**src/sv/assert_macros.svh**
```systemverilog
// assertion helpers shared by the rtl files
`ifndef ASSERT_MACROS_SVH
`define ASSERT_MACROS_SVH

// property checked on every rising edge, skipped while reset is low
`define ASSERT_CLK(label, prop, msg) \
    label: assert property (@(posedge i_clk) disable iff (!i_rst_n) (prop)) \
        else $error(msg);

// implication checked on every rising edge, skipped while reset is low
`define ASSERT_IMPLY(label, cond, prop, msg) \
    label: assert property (@(posedge i_clk) disable iff (!i_rst_n) (cond) |-> (prop)) \
        else $error(msg);

// next-cycle implication, skipped while reset is low
`define ASSERT_NEXT(label, cond, prop, msg) \
    label: assert property (@(posedge i_clk) disable iff (!i_rst_n) (cond) |=> (prop)) \
        else $error(msg);

`endif

```
**src/sv/mfv_pkg.sv**
```systemverilog
package mfv_pkg;

    // frame delimiters and markers
    localparam logic [7:0] START_BYTE = 8'h68;
    localparam logic [7:0] END_BYTE   = 8'h16;
    localparam logic [7:0] WILDCARD   = 8'hAA;

    // header plus checksum and end byte around the data field
    localparam logic [8:0] FRAME_OVERHEAD = 9'd12;
    // byte count reached after the length byte
    localparam logic [8:0] HEADER_BYTES   = 9'd10;
    // byte count reached after the last address byte
    localparam logic [8:0] ADDR_DONE      = 9'd7;

    localparam logic [8:0] MAX_LEN_RESET  = 9'd267;

    typedef enum logic [1:0] {
        CFG_EXPECT_REQUEST = 2'd0,
        CFG_CHECK_ADDRESS  = 2'd1,
        CFG_LOCAL_ADDRESS  = 2'd2,
        CFG_MAX_FRAME_LEN  = 2'd3
    } t_cfg_idx;

    typedef enum logic [2:0] {
        ST_OK          = 3'd0,
        ST_TOO_LONG    = 3'd1,
        ST_WRONG_DIR   = 3'd2,
        ST_BAD_END     = 3'd3,
        ST_BAD_SUM     = 3'd4,
        ST_ADDR_MISS   = 3'd5,
        ST_NO_START2   = 3'd6
    } t_status;

    typedef enum logic [2:0] {
        PH_HUNT   = 3'd0,
        PH_ADDR   = 3'd1,
        PH_START2 = 3'd2,
        PH_CTRL   = 3'd3,
        PH_LEN    = 3'd4,
        PH_DATA   = 3'd5,
        PH_SUM    = 3'd6,
        PH_END    = 3'd7
    } t_phase;

    typedef struct packed {
        logic        expect_request;
        logic        check_address;
        logic [47:0] local_address;
        logic [8:0]  max_frame_len;
    } t_cfg;

    typedef struct packed {
        t_status    status;
        logic [8:0] frame_len;
        logic [7:0] ctrl_code;
    } t_result;

endpackage

```
**src/sv/mfv_cfg_regs.sv**
```systemverilog
module mfv_cfg_regs
    import mfv_pkg::*;
(
    input  logic        i_clk,
    input  logic        i_rst_n,
    input  logic        i_cfg_wr_en,
    input  logic [1:0]  i_cfg_index,
    input  logic [47:0] i_cfg_data,
    output t_cfg        o_cfg
);

    t_cfg r_cfg;

    // register write decode
    always_ff @(posedge i_clk) begin
        if (!i_rst_n) begin
            r_cfg.expect_request <= 1'b0;
            r_cfg.check_address  <= 1'b1;
            r_cfg.local_address  <= 48'd0;
            r_cfg.max_frame_len  <= MAX_LEN_RESET;
        end else if (i_cfg_wr_en) begin
            unique case (t_cfg_idx'(i_cfg_index))
                CFG_EXPECT_REQUEST: r_cfg.expect_request <= i_cfg_data[0];
                CFG_CHECK_ADDRESS:  r_cfg.check_address  <= i_cfg_data[0];
                CFG_LOCAL_ADDRESS:  r_cfg.local_address  <= i_cfg_data;
                CFG_MAX_FRAME_LEN:  r_cfg.max_frame_len  <= i_cfg_data[8:0];
                default:            r_cfg <= r_cfg;
            endcase
        end
    end

    assign o_cfg = r_cfg;

endmodule

```
**src/sv/mfv_frame_fsm.sv**
```systemverilog
`include "assert_macros.svh"

module mfv_frame_fsm
    import mfv_pkg::*;
(
    input  logic       i_clk,
    input  logic       i_rst_n,
    input  logic       i_step,
    input  logic [7:0] i_byte,
    input  t_cfg       i_cfg,
    output logic       o_res_valid,
    output t_result    o_res
);

    t_phase     r_phase,      n_phase;
    logic [8:0] r_byte_count, n_byte_count;
    logic [7:0] r_sum,        n_sum;
    logic [7:0] r_data_len,   n_data_len;
    logic [7:0] r_ctrl,       n_ctrl;
    logic       r_addr_miss,  n_addr_miss;

    logic [8:0] w_count_inc;
    logic [2:0] w_addr_idx;
    logic [7:0] w_local_byte;
    logic [8:0] w_len_flen;
    logic [8:0] w_end_flen;
    logic [8:0] w_data_last;

    // frame state registers
    always_ff @(posedge i_clk) begin
        if (!i_rst_n) begin
            r_phase      <= PH_HUNT;
            r_byte_count <= 9'd0;
            r_sum        <= 8'd0;
            r_data_len   <= 8'd0;
            r_ctrl       <= 8'd0;
            r_addr_miss  <= 1'b0;
        end else begin
            r_phase      <= n_phase;
            r_byte_count <= n_byte_count;
            r_sum        <= n_sum;
            r_data_len   <= n_data_len;
            r_ctrl       <= n_ctrl;
            r_addr_miss  <= n_addr_miss;
        end
    end

    // shared arithmetic
    assign w_count_inc = r_byte_count + 9'd1;
    assign w_addr_idx  = r_byte_count[2:0] - 3'd1;
    assign w_len_flen  = {1'b0, i_byte} + FRAME_OVERHEAD;
    assign w_end_flen  = {1'b0, r_data_len} + FRAME_OVERHEAD;
    assign w_data_last = HEADER_BYTES + {1'b0, r_data_len};

    // local address byte for the current address position
    always_comb begin
        case (w_addr_idx)
            3'd0:    w_local_byte = i_cfg.local_address[7:0];
            3'd1:    w_local_byte = i_cfg.local_address[15:8];
            3'd2:    w_local_byte = i_cfg.local_address[23:16];
            3'd3:    w_local_byte = i_cfg.local_address[31:24];
            3'd4:    w_local_byte = i_cfg.local_address[39:32];
            default: w_local_byte = i_cfg.local_address[47:40];
        endcase
    end

    // next state and result
    always_comb begin
        n_phase      = r_phase;
        n_byte_count = r_byte_count;
        n_sum        = r_sum;
        n_data_len   = r_data_len;
        n_ctrl       = r_ctrl;
        n_addr_miss  = r_addr_miss;
        o_res_valid  = 1'b0;
        o_res        = '{status: ST_OK, frame_len: 9'd0, ctrl_code: 8'd0};
        if (i_step) begin
            unique case (r_phase)
                PH_HUNT: begin
                    if (i_byte == START_BYTE) begin
                        n_sum        = START_BYTE;
                        n_byte_count = 9'd1;
                        n_addr_miss  = 1'b0;
                        n_ctrl       = 8'd0;
                        n_data_len   = 8'd0;
                        n_phase      = PH_ADDR;
                    end
                end
                PH_ADDR: begin
                    if (w_local_byte != WILDCARD && i_byte != w_local_byte) begin
                        n_addr_miss = 1'b1;
                    end
                    n_sum        = r_sum + i_byte;
                    n_byte_count = w_count_inc;
                    if (w_count_inc >= ADDR_DONE) begin
                        n_phase = PH_START2;
                    end
                end
                PH_START2: begin
                    if (i_byte != START_BYTE) begin
                        o_res_valid = 1'b1;
                        o_res       = '{status: ST_NO_START2, frame_len: 9'd0,
                                        ctrl_code: 8'd0};
                        n_phase     = PH_HUNT;
                    end else begin
                        n_sum        = r_sum + i_byte;
                        n_byte_count = ADDR_DONE + 9'd1;
                        n_phase      = PH_CTRL;
                    end
                end
                PH_CTRL: begin
                    n_ctrl       = i_byte;
                    n_sum        = r_sum + i_byte;
                    n_byte_count = ADDR_DONE + 9'd2;
                    n_phase      = PH_LEN;
                end
                PH_LEN: begin
                    n_data_len   = i_byte;
                    n_sum        = r_sum + i_byte;
                    n_byte_count = HEADER_BYTES;
                    // length check first, then direction bit
                    if (w_len_flen > i_cfg.max_frame_len) begin
                        o_res_valid = 1'b1;
                        o_res       = '{status: ST_TOO_LONG, frame_len: w_len_flen,
                                        ctrl_code: r_ctrl};
                        n_phase     = PH_HUNT;
                    end else if (r_ctrl[7] == i_cfg.expect_request) begin
                        o_res_valid = 1'b1;
                        o_res       = '{status: ST_WRONG_DIR, frame_len: w_len_flen,
                                        ctrl_code: r_ctrl};
                        n_phase     = PH_HUNT;
                    end else begin
                        n_phase = (i_byte != 8'd0) ? PH_DATA : PH_SUM;
                    end
                end
                PH_DATA: begin
                    n_sum        = r_sum + i_byte;
                    n_byte_count = w_count_inc;
                    if (w_count_inc >= w_data_last) begin
                        n_phase = PH_SUM;
                    end
                end
                PH_SUM: begin
                    // zero sum after this means the checksum matched
                    n_sum        = r_sum - i_byte;
                    n_byte_count = w_count_inc;
                    n_phase      = PH_END;
                end
                PH_END: begin
                    n_byte_count = w_count_inc;
                    o_res_valid  = 1'b1;
                    o_res.frame_len = w_end_flen;
                    o_res.ctrl_code = r_ctrl;
                    if (i_byte != END_BYTE) begin
                        o_res.status = ST_BAD_END;
                    end else if (r_sum != 8'd0) begin
                        o_res.status = ST_BAD_SUM;
                    end else if (i_cfg.check_address && r_addr_miss) begin
                        o_res.status = ST_ADDR_MISS;
                    end else begin
                        o_res.status = ST_OK;
                    end
                    n_phase = PH_HUNT;
                end
                default: n_phase = PH_HUNT;
            endcase
        end
    end

    // address phase only ever sees positions one to six
    `ASSERT_IMPLY(a_addr_pos, r_phase == PH_ADDR,
        r_byte_count != 9'd0 && r_byte_count <= 9'd6, "address position out of range")

endmodule

```
**src/sv/meter_frame_validator.sv**
```systemverilog
// Streaming validator for meter link frames (start byte, six address bytes,
// second start byte, control, length, data, checksum, end byte).
// Input channel: i_in_valid / o_in_stall with i_rx_byte, one line byte per
// transfer. Output channel: o_out_valid / i_out_stall with o_status,
// o_frame_len and o_ctrl_code, one status per frame or at the first fatal error.
// Configuration: write i_cfg_data to register i_cfg_index when i_cfg_wr_en is
// high; 0 expect_request, 1 check_address, 2 local_address, 3 max_frame_len.
// Write configuration only while no frame is in flight.
// Throughput: one byte per cycle while no result is held by i_out_stall; the frame
// state update for a byte is a compare and an 8-bit add between the input register
// and the result register. Path: a transferred byte sits in the input register,
// is processed by the frame state machine, and its status is registered in the
// result register, which drives o_out_valid and the status outputs.
// Stall: while i_out_stall holds a result, the byte waiting in the input
// register is held and o_in_stall rises; bytes that give no result still
// wait behind the held result. Nothing is dropped.
// Reset (synchronous, active low): clears both stages and returns to hunting
// for a start byte; registers return to their defaults.
`include "assert_macros.svh"

module meter_frame_validator
    import mfv_pkg::*;
(
    input  logic        i_clk,
    input  logic        i_rst_n,
    input  logic        i_cfg_wr_en,
    input  logic [1:0]  i_cfg_index,
    input  logic [47:0] i_cfg_data,
    input  logic        i_in_valid,
    output logic        o_in_stall,
    input  logic [7:0]  i_rx_byte,
    output logic        o_out_valid,
    input  logic        i_out_stall,
    output logic [2:0]  o_status,
    output logic [8:0]  o_frame_len,
    output logic [7:0]  o_ctrl_code
);

    t_cfg       w_cfg;
    logic       r_in_valid;
    logic [7:0] r_in_byte;
    logic       r_out_valid;
    t_result    r_out;
    logic       w_step;
    logic       w_in_xfer;
    logic       w_res_valid;
    t_result    w_res;

    mfv_cfg_regs u_cfg_regs (
        .i_clk       (i_clk),
        .i_rst_n     (i_rst_n),
        .i_cfg_wr_en (i_cfg_wr_en),
        .i_cfg_index (i_cfg_index),
        .i_cfg_data  (i_cfg_data),
        .o_cfg       (w_cfg)
    );

    // byte moves on when the result register is free or being emptied
    assign w_step     = r_in_valid && (!r_out_valid || !i_out_stall);
    assign o_in_stall = r_in_valid && !w_step;
    assign w_in_xfer  = i_in_valid && !o_in_stall;

    // input register
    always_ff @(posedge i_clk) begin
        if (!i_rst_n) begin
            r_in_valid <= 1'b0;
        end else if (w_in_xfer) begin
            r_in_valid <= 1'b1;
        end else if (w_step) begin
            r_in_valid <= 1'b0;
        end
    end

    always_ff @(posedge i_clk) begin
        if (w_in_xfer) begin
            r_in_byte <= i_rx_byte;
        end
    end

    mfv_frame_fsm u_frame_fsm (
        .i_clk       (i_clk),
        .i_rst_n     (i_rst_n),
        .i_step      (w_step),
        .i_byte      (r_in_byte),
        .i_cfg       (w_cfg),
        .o_res_valid (w_res_valid),
        .o_res       (w_res)
    );

    // result register
    always_ff @(posedge i_clk) begin
        if (!i_rst_n) begin
            r_out_valid <= 1'b0;
        end else if (w_res_valid) begin
            r_out_valid <= 1'b1;
        end else if (!i_out_stall) begin
            r_out_valid <= 1'b0;
        end
    end

    always_ff @(posedge i_clk) begin
        if (w_res_valid) begin
            r_out <= w_res;
        end
    end

    assign o_out_valid = r_out_valid;
    assign o_status    = r_out.status;
    assign o_frame_len = r_out.frame_len;
    assign o_ctrl_code = r_out.ctrl_code;

    // upstream is only held back by a full input register
    `ASSERT_IMPLY(a_stall_needs_byte, o_in_stall, r_in_valid, "stall with empty input register")
    // a held result is never lost
    `ASSERT_NEXT(a_result_kept, r_out_valid && i_out_stall, r_out_valid,
        "stalled result dropped")
    // a new result only lands when the register is free or draining
    `ASSERT_IMPLY(a_no_overwrite, w_res_valid, !r_out_valid || !i_out_stall,
        "result overwrote a held result")

endmodule

```
**config.mk**
```make
export PLATFORM = sky130hd
export DESIGN_NAME = meter_frame_validator
export DESIGN_NICKNAME = d
export VERILOG_FILES = /design/src/sv/mfv_pkg.sv /design/src/sv/mfv_cfg_regs.sv /design/src/sv/mfv_frame_fsm.sv /design/src/sv/meter_frame_validator.sv
export VERILOG_INCLUDE_DIRS = /design/src /design/src/sv
export SDC_FILE = /design/constraint.sdc
export NUM_CORES = 1
export LEC_CHECK = 0
export BUFFER_PORTS_ARGS = -buffer_cell sky130_fd_sc_hd__buf_2
export CORE_UTILIZATION = 55
export DETAILED_ROUTE_END_ITERATION = 10
export PLACE_DENSITY = 0.76
export SETUP_SLACK_MARGIN = 0.02
export SYNTH_ARGS = -nofsm -noshare
export SYNTH_HDL_FRONTEND = slang
export SYNTH_SLANG_ARGS = --single-unit
```
**constraint.sdc**
```tcl
create_clock -name i_clk -period 8.6 [get_ports i_clk]
set_input_delay 1.29 -clock i_clk [delete_from_list [all_inputs] [get_ports i_clk]]
set_output_delay 1.29 -clock i_clk [all_outputs]
set_load 0.02 [all_outputs]
```
==> flow_metrics.py <==
metrics = {
    "outcome": {
        "status": "completed",
    },
    "worst_setup_path": {
        "crit_cells": 12,
        "r2r_end": "o_frame_len[2]",
        "cpLargestDelayFamily": "compound AO/OA/AOI/OAI gates",
        "reg2regPathDepth": 12,
        "r2r_start": "r_in_byte[2]",
        "crit_path_cell_trace": "inv_1, ha_1, nor3_1, xor2_1, ha_1, and3_1, nand4_1, nand3_1, a21o_1, a31oi_1, o21bai_1, inv_1",
        "cp_slowest_stage_delay_ps": 760,
        "setup.worst_path.end_class": "register",
        "reg2reg_slack_ps": 4190,
        "critPathMaxFanout": 20,
        "slowest_stage": "a31oi_1",
        "critPathKind": "register to register",
        "cp-start-kind": "register",
        "cp_num_buf_inv": 2,
        "worstPathRequired_ps": 8650,
        "arrival_ps": 4460,
        "crit_path_end": "o_frame_len[2]",
        "crit_start": "r_in_byte[2]",
    },
    "synthesis": {
        "synth_cell_type_count": 74,
        "avgSynthCellArea_um2": 8.609,
        "ys_async_sr_fraction_pct": 0,
        "yosysSeqAreaShare_pct": 39.70,
        "synth_common_cells": "152 x nand2_1, 98 x dfxtp_1, 51 x nor2_1",
        "ys_seq_elements": 126,
        "synthesis.area_mm2": 0.007059,
        "synth_top_area_cell": "dfxtp_1",
        "synth_edf_count": 28,
        "synth.most_common_cell": "nand2_1",
        "synthCells": 820,
        "ys.flop_type": "dfxtp_1",
        "synth.top_cells.by_area": "dfxtp_1 28%, edfxtp_1 12%, nand2_1 8.1%",
        "synth_nets": 924,
        "synth_top_area_share_pct": 27.79,
        "ys_warn_count": 0,
    },
    "global_routing": {
        "groute.usage.overall_pct": 29.52,
        "use_met1_pct": 40.30,
        "globalRoute.totalOverflow": 0,
        "grt_util_met3_pct": 6.853,
        "grt_pass1_vias": 5832,
        "grt_pass1_wl_mm": 29.58,
        "grt_max_degree": 84,
        "grt_busiest_layer": "met2",
        "grtUsageMet2_pct": 44.94,
        "antenna_found_initial": 0,
    },
    "timing": {
        "setup_tns_ps": 0,
        "finalCritPeriodShare_pct": 51.24,
        "setup_viol": 0,
        "skew_ps": 14.98,
        "relSlewSlack_pct": 25.59,
        "worst_slew_pin_slew_ps": 1108,
        "slew_violations": 0,
        "post-route-min-period_ps": 4407,
        "fmax_mhz": 226.9,
        "hold_viol": 0,
        "rsz0062_at_grt": "false",
        "hold_slack_ps": 464.1,
    },
    "route": {
        "drtIter0Drc": 635,
        "wl_per_cell_um": 17.68,
        "wl_mm": 18.76,
        "route.detailed.drc": 0,
        "post_drt_via_cell_ratio": 5.877,
        "antenna_left": 0,
        "vias": 6235,
        "drt_first_pass_iters": 6,
    },
    "final_layout": {
        "final_core_util_pct": 63.91,
        "fillers": 1080,
        "fin_nets": 980,
        "layout-drive-gt1-share_pct": 15.41,
        "final_cell_count_no_fill": 1061,
        "syn_to_final_growth_pct": 13.79,
        "antenna_cells": 0,
    },
    "place": {
        "dpl.hpwl_mm": 13.53,
        "port_buffers": 84,
        "place_inst": 1029,
        "routabilityCongestion": 0.9367,
    },
    "clock_network": {
        "root_buffer": "clkbuf_16",
        "cts.clk_slew.worst_paths_ps": 60,
        "htreeDepth": 4,
        "cts_made_buffers": 17,
        "clkSinkCount": 126,
        "cts_setup_buffers": 0,
        "cts_buffer_depth": 2,
        "cts_tree": "done",
        "clk_latency_ps": 430,
        "ctsHoldBuffers": 0,
        "ctsResizeCount": 0,
    },
    "hold_path": {
        "worstHoldPathCells": 2,
        "hold_path_class": "register to register",
    },
    "floorplanning": {
        "boundaryPins": 85,
        "die_area_mm2": 0.01329,
        "rows": 41,
        "start_util_pct": 56.17,
        "die_h_um": 115.3,
        "die_w_um": 115.3,
        "coreArea_mm2": 0.01257,
    },
    "run": {
        "maxCapViolCount": 0,
    },
    "power_and_ir_drop": {
        "seqPwrFrac_pct": 44.4,
        "p_sw_share_pct": 24.61,
        "clockPowerShare_pct": 48.1,
        "power_mw": 1.426,
        "combPwrFrac_pct": 7.5,
        "ir_worst_vdd_v": 0.0001655,
        "netSwitchingPower_uw": 350.9,
        "power.internal_mw": 1.075,
        "power_density_mw_per_mm2": 177.5,
        "leakagePower_nw": 2.991,
    },
}
[power groups by stage]
| stage | registers (mW) | logic (mW) | clock network [mW] |
|---|---|---|---|
| after floorplan | 0.635 | 0.0740 | 0 |
| after global placement | 0.645 | 0.102 | 0 |
| after detailed placement | 0.645 | 0.104 | 0 |
| after CTS | 0.633 | 0.105 | 0.690 |
| after global routing | 0.634 | 0.118 | 0.721 |
| final | 0.633 | 0.106 | 0.686 |
[registers in the layout, summed over array words and instances, names as in the netlist]
signal and cells:
o_frame_len 9, r_in_byte 8, o_ctrl_code 8, u_frame_fsm.r_phase 3, u_cfg_regs.o_cfg 59, o_status 3
u_frame_fsm.r_ctrl 8, u_frame_fsm.r_byte_count 9, u_frame_fsm.r_sum 8, o_out_valid 1, u_frame_fsm.r_addr_miss 1, r_in_valid 1
u_frame_fsm.r_data_len 8
[stage by stage]
| step | cell area, um^2 | setup WS, ps |
|---|---|---|
| 2_1_floorplan | 7059 | 5138 |
| 3_3_place_gp | 7465 | 4409 |
| 3_5_place_dp | 7465 | 4276 |
| 4_1_cts | 8033 | 4215 |
| 5_1_grt | 8033 | 3856 |
| 6_report | 8033 | 4193 |
[layout by cell type (no fill, tap or decap), types with 19 or more instances in the layout]
cell type and count:
nand2_1 152, dfxtp_1 98, buf_2 84, nor2_1 50, a21boi_0 49, ha_1 40, a21oi_1 35, inv_1 31
o21ai_0 30, edfxtp_1 28, a22oi_1 25, nor3_1 23, nor2b_1 22, xnor2_1 19
[cells by family (layout without fill, tap and decap cells)]
kind of cell	Yosys count	after routing	share of synthesized area (%)
DFF	126	126	39.70
xor gates and xnor gates	32	32	4.183
AOI/OAI and AO/OA	205	205	20.38
muxes	12	12	1.808
and+or+nand+nor	323	323	21.27
adders and majority gates	41	41	7.373
buffers and inverters	81	150	5.282
[worst register-to-register path, delay by kind of cell (launching register included)]
kind / cells / cell delay, ps
xor+xnor: 1 / 260
simple gates: 4 / 700
fa+ha+maj: 2 / 560
compound gates: 3 / 1190
buf+inv: 2 / 780
flops: 1 / 530
[per-layer routing]
metal	routed length, um	vias to the layer above
met1	8756	2924
met3	1128	39
met2	8375	261
li1	-	3011
met5	0	-
met4	501	0
[cell type report]
cell class                      count  area (um^2)  area share, %
Tap cell                          172        215.2          2.679
Multi-Input combinational cell    613         3891          48.44
Timing Repair Buffer               86        435.4          5.421
Clock buffer                       19        452.9          5.639
Inverter                           32        120.1          1.495
Clock inverter                     13        115.1          1.433
Sequential cell                   126         2803          34.89
[how the worst min path moves through the flow]
stage | endpoint | from | slack, ps
floorplan | u_cfg_regs.o_cfg[10] | u_cfg_regs.o_cfg[10] | 440
global route | u_cfg_regs.o_cfg[34] | u_cfg_regs.o_cfg[34] | 480
detailed placement | u_cfg_regs.o_cfg[11] | u_cfg_regs.o_cfg[11] | 460
finish | u_cfg_regs.o_cfg[11] | u_cfg_regs.o_cfg[11] | 460
global placement | u_cfg_regs.o_cfg[11] | u_cfg_regs.o_cfg[11] | 450
CTS | u_cfg_regs.o_cfg[11] | u_cfg_regs.o_cfg[11] | 470
No activity file was read; power rests on OpenSTA's default activity.
